### src/design/assert_macros.svh
// ---------------------------------------------------------------------------
// assert_macros.svh
// shared assertion macros for the design
// ---------------------------------------------------------------------------
`ifndef ASSERT_MACROS_SVH
`define ASSERT_MACROS_SVH

// property must hold at every clock edge outside reset
`define SIDA_ASSERT(lbl, clk, rst_n, prop, msg) \
  lbl: assert property (@(posedge clk) disable iff (!rst_n) prop) else $error(msg);

// expression must never be true outside reset
`define SIDA_NEVER(lbl, clk, rst_n, expr, msg) \
  lbl: assert property (@(posedge clk) disable iff (!rst_n) !(expr)) else $error(msg);

`endif

### src/design/sida_pkg.sv
// ---------------------------------------------------------------------------
// sida_pkg
// types and constants for the signed integer to decimal text converter
// ---------------------------------------------------------------------------
package sida_pkg;

  localparam int unsigned MAX_DIGITS = 10;
  localparam int unsigned CNT_W      = $clog2(MAX_DIGITS + 1);

  typedef logic [3:0]       digit_t;
  typedef logic [5:0]       char_t;
  typedef logic [CNT_W-1:0] cnt_t;

  localparam char_t CHAR_ZERO  = 6'd48;
  localparam char_t CHAR_MINUS = 6'd45;

  // ceil(2^35 / 10): floor(x * RECIP_10 / 2^35) == x / 10 for every 32-bit x
  localparam logic [31:0] RECIP_10  = 32'hCCCC_CCCD;
  localparam int unsigned DIV_SHIFT = 35;

  typedef enum logic [3:0] {
    ST_IDLE = 4'b0001,
    ST_MUL  = 4'b0010,
    ST_DIG  = 4'b0100,
    ST_EMIT = 4'b1000
  } state_t;

endpackage

### src/design/sida_div10.sv
// ---------------------------------------------------------------------------
// sida_div10
// divide by ten through a reciprocal multiply, with the product registered
// ---------------------------------------------------------------------------
module sida_div10 (
  input  logic                clk,
  input  logic [31:0]         mag_i,
  output logic [31:0]         quot_o,
  output sida_pkg::digit_t    rem_o
);

  logic [63:0] prod_r;
  logic [3:0]  mag_lo_r;
  logic [3:0]  q_lo;
  logic [3:0]  q10_lo;

  always_ff @(posedge clk) begin
    prod_r   <= 64'(mag_i) * 64'(sida_pkg::RECIP_10);
    mag_lo_r <= mag_i[3:0];
  end

  assign quot_o = 32'(prod_r[63:sida_pkg::DIV_SHIFT]);
  assign q_lo   = quot_o[3:0];

  // remainder is below ten, so the low four bits of mag - 10*q are enough
  assign q10_lo = 4'({q_lo, 3'b000} + {2'b00, q_lo, 1'b0});
  assign rem_o  = mag_lo_r - q10_lo;

endmodule

### src/design/signed_int_to_decimal_ascii.sv
// ---------------------------------------------------------------------------
// signed_int_to_decimal_ascii
// converts a 32-bit signed integer to its decimal ascii text, msd first
// ---------------------------------------------------------------------------
// channel | dir | payload                          | end marker
// in_     | in  | tdata[31:0] value                | -
// out_    | out | tdata[5:0] text_char, [7:6] zero | tlast on final char
//
// steps: accept, then per digit the shared divide-by-ten unit (multiply, then
//   remainder), then one char per cycle out while out_tready is high
// reset: rst_n synchronous, clears the sequencer and the output valid
// stalls: out_tready low holds the current char; in_tready only when idle
// ---------------------------------------------------------------------------
`include "assert_macros.svh"

module signed_int_to_decimal_ascii (
  input  logic        clk,
  input  logic        rst_n,
  input  logic        in_tvalid,
  output logic        in_tready,
  input  logic [31:0] in_tdata,   // [31:0] value
  output logic        out_tvalid,
  input  logic        out_tready,
  output logic [7:0]  out_tdata,  // [5:0] text_char, [7:6] zero
  output logic        out_tlast
);

  sida_pkg::state_t state_r, state_nxt;
  logic [31:0]      mag_r, mag_nxt;
  logic             sign_pend_r, sign_pend_nxt;
  sida_pkg::cnt_t   ndig_r, ndig_nxt;
  sida_pkg::digit_t digit_r   [sida_pkg::MAX_DIGITS];
  sida_pkg::digit_t digit_nxt [sida_pkg::MAX_DIGITS];
  logic             out_valid_r, out_valid_nxt;
  sida_pkg::char_t  out_char_r, out_char_nxt;
  logic             out_last_r, out_last_nxt;

  logic [31:0]      div_quot;
  sida_pkg::digit_t div_rem;
  logic             out_ld;

  sida_div10 u_div10 (
    .clk    (clk),
    .mag_i  (mag_r),
    .quot_o (div_quot),
    .rem_o  (div_rem)
  );

  assign in_tready  = (state_r == sida_pkg::ST_IDLE);
  assign out_tvalid = out_valid_r;
  assign out_tdata  = {2'b00, out_char_r};
  assign out_tlast  = out_last_r;
  assign out_ld     = !out_valid_r || out_tready;

  always_comb begin
    state_nxt     = state_r;
    mag_nxt       = mag_r;
    sign_pend_nxt = sign_pend_r;
    ndig_nxt      = ndig_r;
    digit_nxt     = digit_r;
    out_valid_nxt = out_valid_r && !out_tready;
    out_char_nxt  = out_char_r;
    out_last_nxt  = out_last_r;

    case (state_r)
      sida_pkg::ST_IDLE: begin
        if (in_tvalid) begin
          sign_pend_nxt = in_tdata[31];
          mag_nxt       = in_tdata[31] ? (~in_tdata + 32'd1) : in_tdata;
          ndig_nxt      = '0;
          state_nxt     = sida_pkg::ST_MUL;
        end
      end
      sida_pkg::ST_MUL: begin
        state_nxt = sida_pkg::ST_DIG;
      end
      sida_pkg::ST_DIG: begin
        // push digit onto the stack, lsd first so msd ends on top
        digit_nxt[0] = div_rem;
        for (int i = 1; i < sida_pkg::MAX_DIGITS; i++) begin
          digit_nxt[i] = digit_r[i-1];
        end
        ndig_nxt = ndig_r + sida_pkg::cnt_t'(1);
        mag_nxt  = div_quot;
        if (div_quot == 32'd0) begin
          state_nxt = sida_pkg::ST_EMIT;
        end else begin
          state_nxt = sida_pkg::ST_MUL;
        end
      end
      sida_pkg::ST_EMIT: begin
        if (out_ld) begin
          out_valid_nxt = 1'b1;
          if (sign_pend_r) begin
            out_char_nxt  = sida_pkg::CHAR_MINUS;
            out_last_nxt  = 1'b0;
            sign_pend_nxt = 1'b0;
          end else begin
            out_char_nxt = sida_pkg::CHAR_ZERO + {2'b00, digit_r[0]};
            out_last_nxt = (ndig_r == sida_pkg::cnt_t'(1));
            for (int i = 0; i < sida_pkg::MAX_DIGITS - 1; i++) begin
              digit_nxt[i] = digit_r[i+1];
            end
            ndig_nxt = ndig_r - sida_pkg::cnt_t'(1);
            if (ndig_r == sida_pkg::cnt_t'(1)) begin
              state_nxt = sida_pkg::ST_IDLE;
            end
          end
        end
      end
      default: begin
        state_nxt = sida_pkg::ST_IDLE;
      end
    endcase
  end

  always_ff @(posedge clk) begin
    if (!rst_n) begin
      state_r     <= sida_pkg::ST_IDLE;
      ndig_r      <= '0;
      sign_pend_r <= 1'b0;
      out_valid_r <= 1'b0;
    end else begin
      state_r     <= state_nxt;
      ndig_r      <= ndig_nxt;
      sign_pend_r <= sign_pend_nxt;
      out_valid_r <= out_valid_nxt;
    end
  end

  always_ff @(posedge clk) begin
    mag_r      <= mag_nxt;
    digit_r    <= digit_nxt;
    out_char_r <= out_char_nxt;
    out_last_r <= out_last_nxt;
  end

  `SIDA_ASSERT(a_rem_decimal, clk, rst_n,
    (state_r == sida_pkg::ST_DIG) |-> (div_rem < 4'd10), "divide unit gave a remainder above nine")
  `SIDA_ASSERT(a_idle_empty, clk, rst_n,
    (state_r == sida_pkg::ST_IDLE) |-> (ndig_r == '0 && !sign_pend_r), "idle with digits still stacked")
  `SIDA_NEVER(a_stack_bound, clk, rst_n,
    ndig_r > sida_pkg::cnt_t'(sida_pkg::MAX_DIGITS), "digit stack overflow")
  `SIDA_NEVER(a_pop_empty, clk, rst_n,
    state_r == sida_pkg::ST_EMIT && !sign_pend_r && ndig_r == '0, "emitting from an empty digit stack")

endmodule

### config.mk
export PLATFORM = sky130hd
export DESIGN_NAME = signed_int_to_decimal_ascii
export DESIGN_NICKNAME = d
export VERILOG_FILES = /design/src/design/sida_pkg.sv /design/src/design/sida_div10.sv /design/src/design/signed_int_to_decimal_ascii.sv
export VERILOG_INCLUDE_DIRS = /design/src /design/src/design
export SDC_FILE = /design/constraint.sdc
export NUM_CORES = 1
export LEC_CHECK = 0
export BUFFER_PORTS_ARGS = -buffer_cell sky130_fd_sc_hd__buf_2
export CAP_MARGIN = 10
export CORE_MARGIN = 1.5
export CORE_UTILIZATION = 50
export DETAILED_ROUTE_END_ITERATION = 6
export PLACE_DENSITY = 0.65
export SYNTH_ARGS = -nofsm -noshare
export SYNTH_HDL_FRONTEND = slang
export SYNTH_SLANG_ARGS = --single-unit
### constraint.sdc
create_clock -name clk -period 6.3 [get_ports clk]
set_clock_uncertainty 0.1 [all_clocks]
set_input_delay 1.26 -clock clk [delete_from_list [all_inputs] [get_ports clk]]
set_output_delay 1.26 -clock clk [all_outputs]
set_load 0.05 [all_outputs]
==> flow_summary.toml, run 1 <==
[run_status]
status = "finished, violations left"
failed_checks = "setup timing"

[critical_path]
crit_chain = "buf_6, ha_4, inv_4, fa_1, inv_2, fa_2, inv_2, fa_1, inv_2, fa_2, fa_1, fa_2, fa_1, ha_4, nand3_4, nor4_4, o2111ai_2, a22oi_2, a21oi_2, buf_6, nor3_4, a31oi_4, o21ai_2, xor2_1"
path_max_fanout = 3
worstSetupPathType = "reg2reg"
endpoint_kind = "flip-flop"
r2r_end = "u_div10.prod_r[55]$_DFF_P_"
startpoint_type = "flip-flop"
cp.required_ns = 6.54
r2r_start = "mag_r[16]$_DFFE_PP_"
cp_slowest_cell = "fa_2"
rr_worst_depth = 24
arrival_ns = 7.33
critPathMaxStageDelay_ns = 0.59
rrSetupSlack_ns = -0.79
cpMostUsedCell = "fa_1"

[min_path]
min_from = "digit_r[4]$_DFFE_PP_"
hold_end = "digit_r[0]$_DFFE_PP_"
hold_class = "reg2reg"
hold_depth = 0

[sta]
finalHoldViolCount = 0
timing.final.ws_setup_ns = -0.7879
setup_viol = 29
maxSlewViolCount = 0
min_period_ns = 7.088
fmax_mhz = 141.1
rsz0062_at_grt = "true"
finalCritPeriodShare_pct = 112.5
slew_headroom_pct = 33.64
tightest_slew_ns = 0.9954

[clocking]
clock_path_buffers = 2
postCtsHoldBufs = 0
tritoncts = "done"
clkLatencyLatePin_ns = 0.44
root_buffer = "clkbuf_16"
htree_levels = 4
path_clk_slew_ns = 0.07
cts_made_buffers = 17
clkSinkCount = 121

[final_layout]
n_antenna_cell = 0
n_fill_cell = 3405
stdcell_area_um2 = 27740
multi_input_area_um2 = 17750
area_growth_pct = 25.85
drive_gt1_share_pct = 25.43
layout.nets = 3399
seqCellArea_um2 = 3203

[synthesis]
synth.top_cells.by_area = "fa_1 (35%), ha_1 (20%), edfxtp_1 (11%)"
yosys_most_used_dff = "edfxtp_1"
synthCells = 2193
synth_top_area_share_pct = 35.15
synth_most_common_cell = "inv_1"
synth_fa_ha_area_share_pct = 55.25
synth-simple-area-share_pct = 7.391
synth.distinct_cells = 68
ys_seq_area_share_pct = 14.53
ys_ff_latch = 121
synth_top_family_by_area = "adder cells"
syn_area_per_cell_um2 = 10.05
ys_top_cells_by_count = "inv_1 (564), fa_1 (387), ha_1 (354)"
synthXorXnorAreaFrac_pct = 4.451
postSynth.asyncResetShare_pct = 0
synth_compound_area_share_pct = 7.914
synth_edf_count = 78
synth_area_um2 = 22040
muxShareOfSynthArea_pct = 0.09083
synth_top_cell_by_area = "fa_1"
yosysWarnings = 0

[global_route]
antenna_found_initial = 0
grt_pass1_wl_mm = 107.2
grt_max_degree = 70
grt_usage_pct = 32.18
grt_overflow = 0
grt_pass1_vias = 18790

[job]
max_cap_viol_count = 0

[routing]
viasPerCell = 5.331
wl_per_cell_um = 21.33
drt_pass1_iterations = 5
drtIter0Drc = 1070
drc_errors = 0
final_antenna_net_count = 0
wirelength_mm = 68.67
num_vias = 17170

[placed_design]
io_buffers = 43
gp_congestion = 1.004
hpwl_mm = 59.56
dpl_cell_area_um2 = 25750
dp_slack_ns = -1.385

[floorplanning]
coreArea_um2 = 43270
rows = 76
die_h_um = 213.0
start_util_pct = 50.94
pin_count = 47
die_width_um = 213.0
die_area_um2 = 45350
layout make-up:
cell class / instances / share of cell area [%]
Multi-Input combinational cell: 1469 / 63.98
Inverter: 564 / 7.651
Sequential cell: 121 / 11.55
Clock inverter: 15 / 0.5368
Tap cell: 585 / 2.639
Clock buffer: 17 / 1.534
Timing Repair Buffer: 449 / 12.11
worst max-delay path: cells and delay by family (launching register included):
family	cells	cell delay, ns
adders and majority gates	9	4.29
AOI/OAI and AO/OA	5	0.82
and+or+nand+nor	3	0.64
buffers and inverters	6	0.50
DFF	1	0.42
xor gates and xnor gates	1	0.22
kinds of logic after synthesis:
kind of cell | count (synthesis)
mux | 2
xor+xnor | 112
flops | 121
fa+ha+maj | 741
compound gates | 266
simple gates | 345
other cells | 2
buf+inv | 604
sequential cells by signal, summed over array words and instances (netlist names):
name,flops
digit_r,40
mag_r,32
ndig_r,4
out_char_r,5
out_tlast,1
out_tvalid,1
sign_pend_r,1
state_r,4
u_div10.mag_lo_r,2
u_div10.prod_r,31
worst max-delay path by stage:
stage	startpoint	to	slack [ns]	depth (start not counted)
floorplan	mag_r[14]$_DFFE_PP_	u_div10.prod_r[58]$_DFF_P_	-0.50	22
global placement	mag_r[9]$_DFFE_PP_	u_div10.prod_r[63]$_DFF_P_	-1.22	24
detailed placement	mag_r[10]$_DFFE_PP_	u_div10.prod_r[63]$_DFF_P_	-1.38	24
CTS	mag_r[16]$_DFFE_PP_	u_div10.prod_r[63]$_DFF_P_	-0.73	25
global route	mag_r[16]$_DFFE_PP_	u_div10.prod_r[55]$_DFF_P_	-0.95	24
finish	mag_r[16]$_DFFE_PP_	u_div10.prod_r[55]$_DFF_P_	-0.79	24
layout by cell type (no fill, tap or decap), drive strengths merged, types with 4 or more instances in the layout:
cell / Yosys / final
o221ai: 7 / 7
nand2b: 8 / 8
a21oi: 71 / 71
dfxtp: 43 / 43
nor4: 14 / 14
xor2: 73 / 73
o21ai: 71 / 71
ha: 354 / 354
nand4: 21 / 21
a211oi: 5 / 5
nand2: 189 / 189
nor3: 10 / 10
a31o: 4 / 4
a21boi: 5 / 5
clkbuf: 35 / 17
o22ai: 4 / 4
nand3: 14 / 14
and3: 4 / 4
fa: 387 / 387
o21bai: 6 / 6
xnor2: 39 / 39
buf: 5 / 449
o41ai: 9 / 9
and2: 11 / 11
a21o: 42 / 42
inv: 564 / 574
or4: 4 / 4
o31ai: 9 / 9
or3: 6 / 6
a31oi: 6 / 6
or2: 9 / 9
nor2b: 6 / 6
edfxtp: 78 / 78
nand3b: 5 / 5
nor2: 34 / 34
per-layer routing:
metal,up-vias,track usage [%],wire length [um]
met3,115,9.104,6212
met1,8610,43.98,29320
met5,-,0,0
met4,0,9.807,2319
li1,7799,-,-
met2,642,49.65,30820
what timing repair did:
action | 4_1_cts | 5_1_grt
endpoints found under the hold margin | 0 | 0
setup buffers | 32 | 11
pin swaps | 69 | 68
resized for setup | 153 | 68
setup endpoints to repair | 29 | 29
through the flow:
| step | instances | hold slack (ns) | TNS, ns | util, % |
|---|---|---|---|---|
| global route | 3220 | 0.3626 | -20.12 | 64.11 |
| detailed placement | 3153 | 0.3363 | -23.95 | 59.51 |
| floorplan | 2194 | 0.3262 | -6.521 | - |
| finish | 3220 | 0.3621 | -15.12 | 64.11 |
| CTS | 3211 | 0.3624 | -13.96 | 63.15 |
| global placement | 3153 | 0.3378 | -22.41 | 59.51 |
Power of run 1 is not shown: default switching activity piles up to over one toggle a cycle in this logic, so the estimate is an artifact.
==> run 2: changes to the inputs <==
--- a/config.mk
+++ b/config.mk
@@ -10,8 +10,10 @@
 export CAP_MARGIN = 10
 export CORE_MARGIN = 1.5
 export CORE_UTILIZATION = 50
+export CTS_BUF_LIST = sky130_fd_sc_hd__clkbuf_16
 export DETAILED_ROUTE_END_ITERATION = 6
 export PLACE_DENSITY = 0.65
+export REMOVE_ABC_BUFFERS = 1
 export SYNTH_ARGS = -nofsm -noshare
 export SYNTH_HDL_FRONTEND = slang
 export SYNTH_SLANG_ARGS = --single-unit
==> run 2 against run 1 <==
  * The flow still finishes with violations (setup timing)
  * Non-clock buffer count increased by 20
  * Sequential cell count unchanged
  * Highest routed layer unchanged
  * Utilization increased by 1.0 points
  * Cell area increased by 1.6%
  * Via count decreased by 1.5%
  * Maximum frequency about the same
  * Die area unchanged
==> flow_summary.toml, run 2 (synthesized netlist as in run 1, its figures left out) <==
[routing]
drc_errors = 0
num_vias = 16900
final_antenna_net_count = 0
drt_pass1_iterations = 6
viasPerCell = 5.217
wirelength_mm = 69.31
wl_per_cell_um = 21.39
drtIter0Drc = 1173

[final_layout]
multi_input_area_um2 = 17980
drive_gt1_share_pct = 26.44
final_core_util_pct = 65.13
layout.nets = 3419
instances_no_fill = 3240
final_cell_mix = "inv_1 (547), buf_4 (392), fa_1 (370)"
top_register = "digit_r"
final_common_cell = "inv_1"
largest_reg_flops = 40
reg.largest.list = "digit_r (40), mag_r (32), u_div10.prod_r (31)"
n_antenna_cell = 0
area_growth_pct = 27.86
seqCellArea_um2 = 3203
n_fill_cell = 3442

[sta]
timing.hold.ws_ns = 0.3589
tightest_slew_ns = 1.162
fmax_mhz = 141.0
maxSlewViolCount = 0
finalCritPeriodShare_pct = 112.6
slew_headroom_pct = 22.25
min_period_ns = 7.092
timing.final.ws_setup_ns = -0.7919
setup_viol = 29
finalHoldViolCount = 0
rsz0062_at_grt = "true"

[placed_design]
placed_cells = 3141
gp_congestion = 1.020
hpwl_mm = 59.61
io_buffers = 43

[clocking]
htree_levels = 4
tritoncts = "done"
root_buffer = "clkbuf_16"
path_clk_slew_ns = 0.07
clock_path_buffers = 2
cts_made_buffers = 17
clkSinkCount = 121
postCtsHoldBufs = 0
clkLatencyLatePin_ns = 0.45

[global_route]
grt_usage_pct = 32.49
antenna_found_initial = 1
grt_pass1_vias = 18580
grt_overflow = 0
grt_max_degree = 63
grt_pass1_wl_mm = 106.7

[critical_path]
cp.required_ns = 6.54
startpoint_type = "flip-flop"
endpoint_kind = "flip-flop"
arrival_ns = 7.34
path_max_fanout = 4
worstSetupPathType = "reg2reg"

[run_status]
status = "finished, violations left"
failed_checks = "setup timing"

[floorplanning]
start_util_pct = 50.94
pin_count = 47
coreArea_um2 = 43270
die_h_um = 213.0
die_width_um = 213.0
die_area_um2 = 45350
rows = 76

[min_path]
hold_class = "reg2reg"

[job]
max_cap_viol_count = 0
==> run 2: repair_timing <==
action                     CTS  global route
pin swaps                  128            80
resized for setup          207            73
setup buffers               45            28
setup endpoints to repair   29            29
==> run 2: cell type report <==
class | instances | area share [%]
flip-flops and latches | 121 | 11.37
inverters | 564 | 7.512
clock buffers | 17 | 1.510
clock inverters | 15 | 0.5772
multi-input cells | 1469 | 63.81
well taps | 585 | 2.597
repair buffers | 469 | 12.62
==> run 2: metal layers <==
layer	GRT usage, %	share of wire [%]	up-vias
met2	51.40	46	542
li1	-	-	7852
met3	10.41	9.2	109
met4	8.926	2.8	0
met5	0	0	-
met1	42.91	42	8401
==> run 2: per-stage QoR <==
| stage | instance area, um2 | setup WS, ns | setup TNS, ns |
|---|---|---|---|
| floorplan | 21880 | -0.6643 | -9.502 |
| global placement | 25540 | -1.134 | -24.67 |
| detailed placement | 25540 | -1.159 | -25.06 |
| CTS | 27620 | -0.7707 | -14.27 |
| global route | 28180 | -0.9524 | -20.30 |
| finish | 28180 | -0.7919 | -15.52 |
==> run 2: critical path, stage by stage (launching register included) <==
cell and delay, ns:
edfxtp_1 0.49, ha_4 0.33, xor2_2 0.14, ha_2 0.31, fa_1 0.54, inv_1 0.05, fa_1 0.46, fa_1 0.51
inv_1 0.06, fa_1 0.54, fa_1 0.45, fa_1 0.52, ha_4 0.34, nand3_2 0.09, or3_4 0.34, a311o_1 0.31
a2111oi_4 0.47, a211oi_4 0.16, o21bai_4 0.21, buf_6 0.13, a31o_4 0.15, a21oi_2 0.07, xnor2_2 0.23
==> run 2: final timing paths <==
path / from / end / slack [ns] / depth (start not counted)
max reg2reg: mag_r[10]$_DFFE_PP_ / u_div10.prod_r[50]$_DFF_P_ / -0.79 / 22
min: digit_r[7]$_DFFE_PP_ / digit_r[3]$_DFFE_PP_ / 0.36 / 0
max: mag_r[10]$_DFFE_PP_ / u_div10.prod_r[50]$_DFF_P_ / -0.79 / 22
min reg2reg: digit_r[7]$_DFFE_PP_ / digit_r[3]$_DFFE_PP_ / 0.36 / 0
Power of run 2 is left out for the same reason.
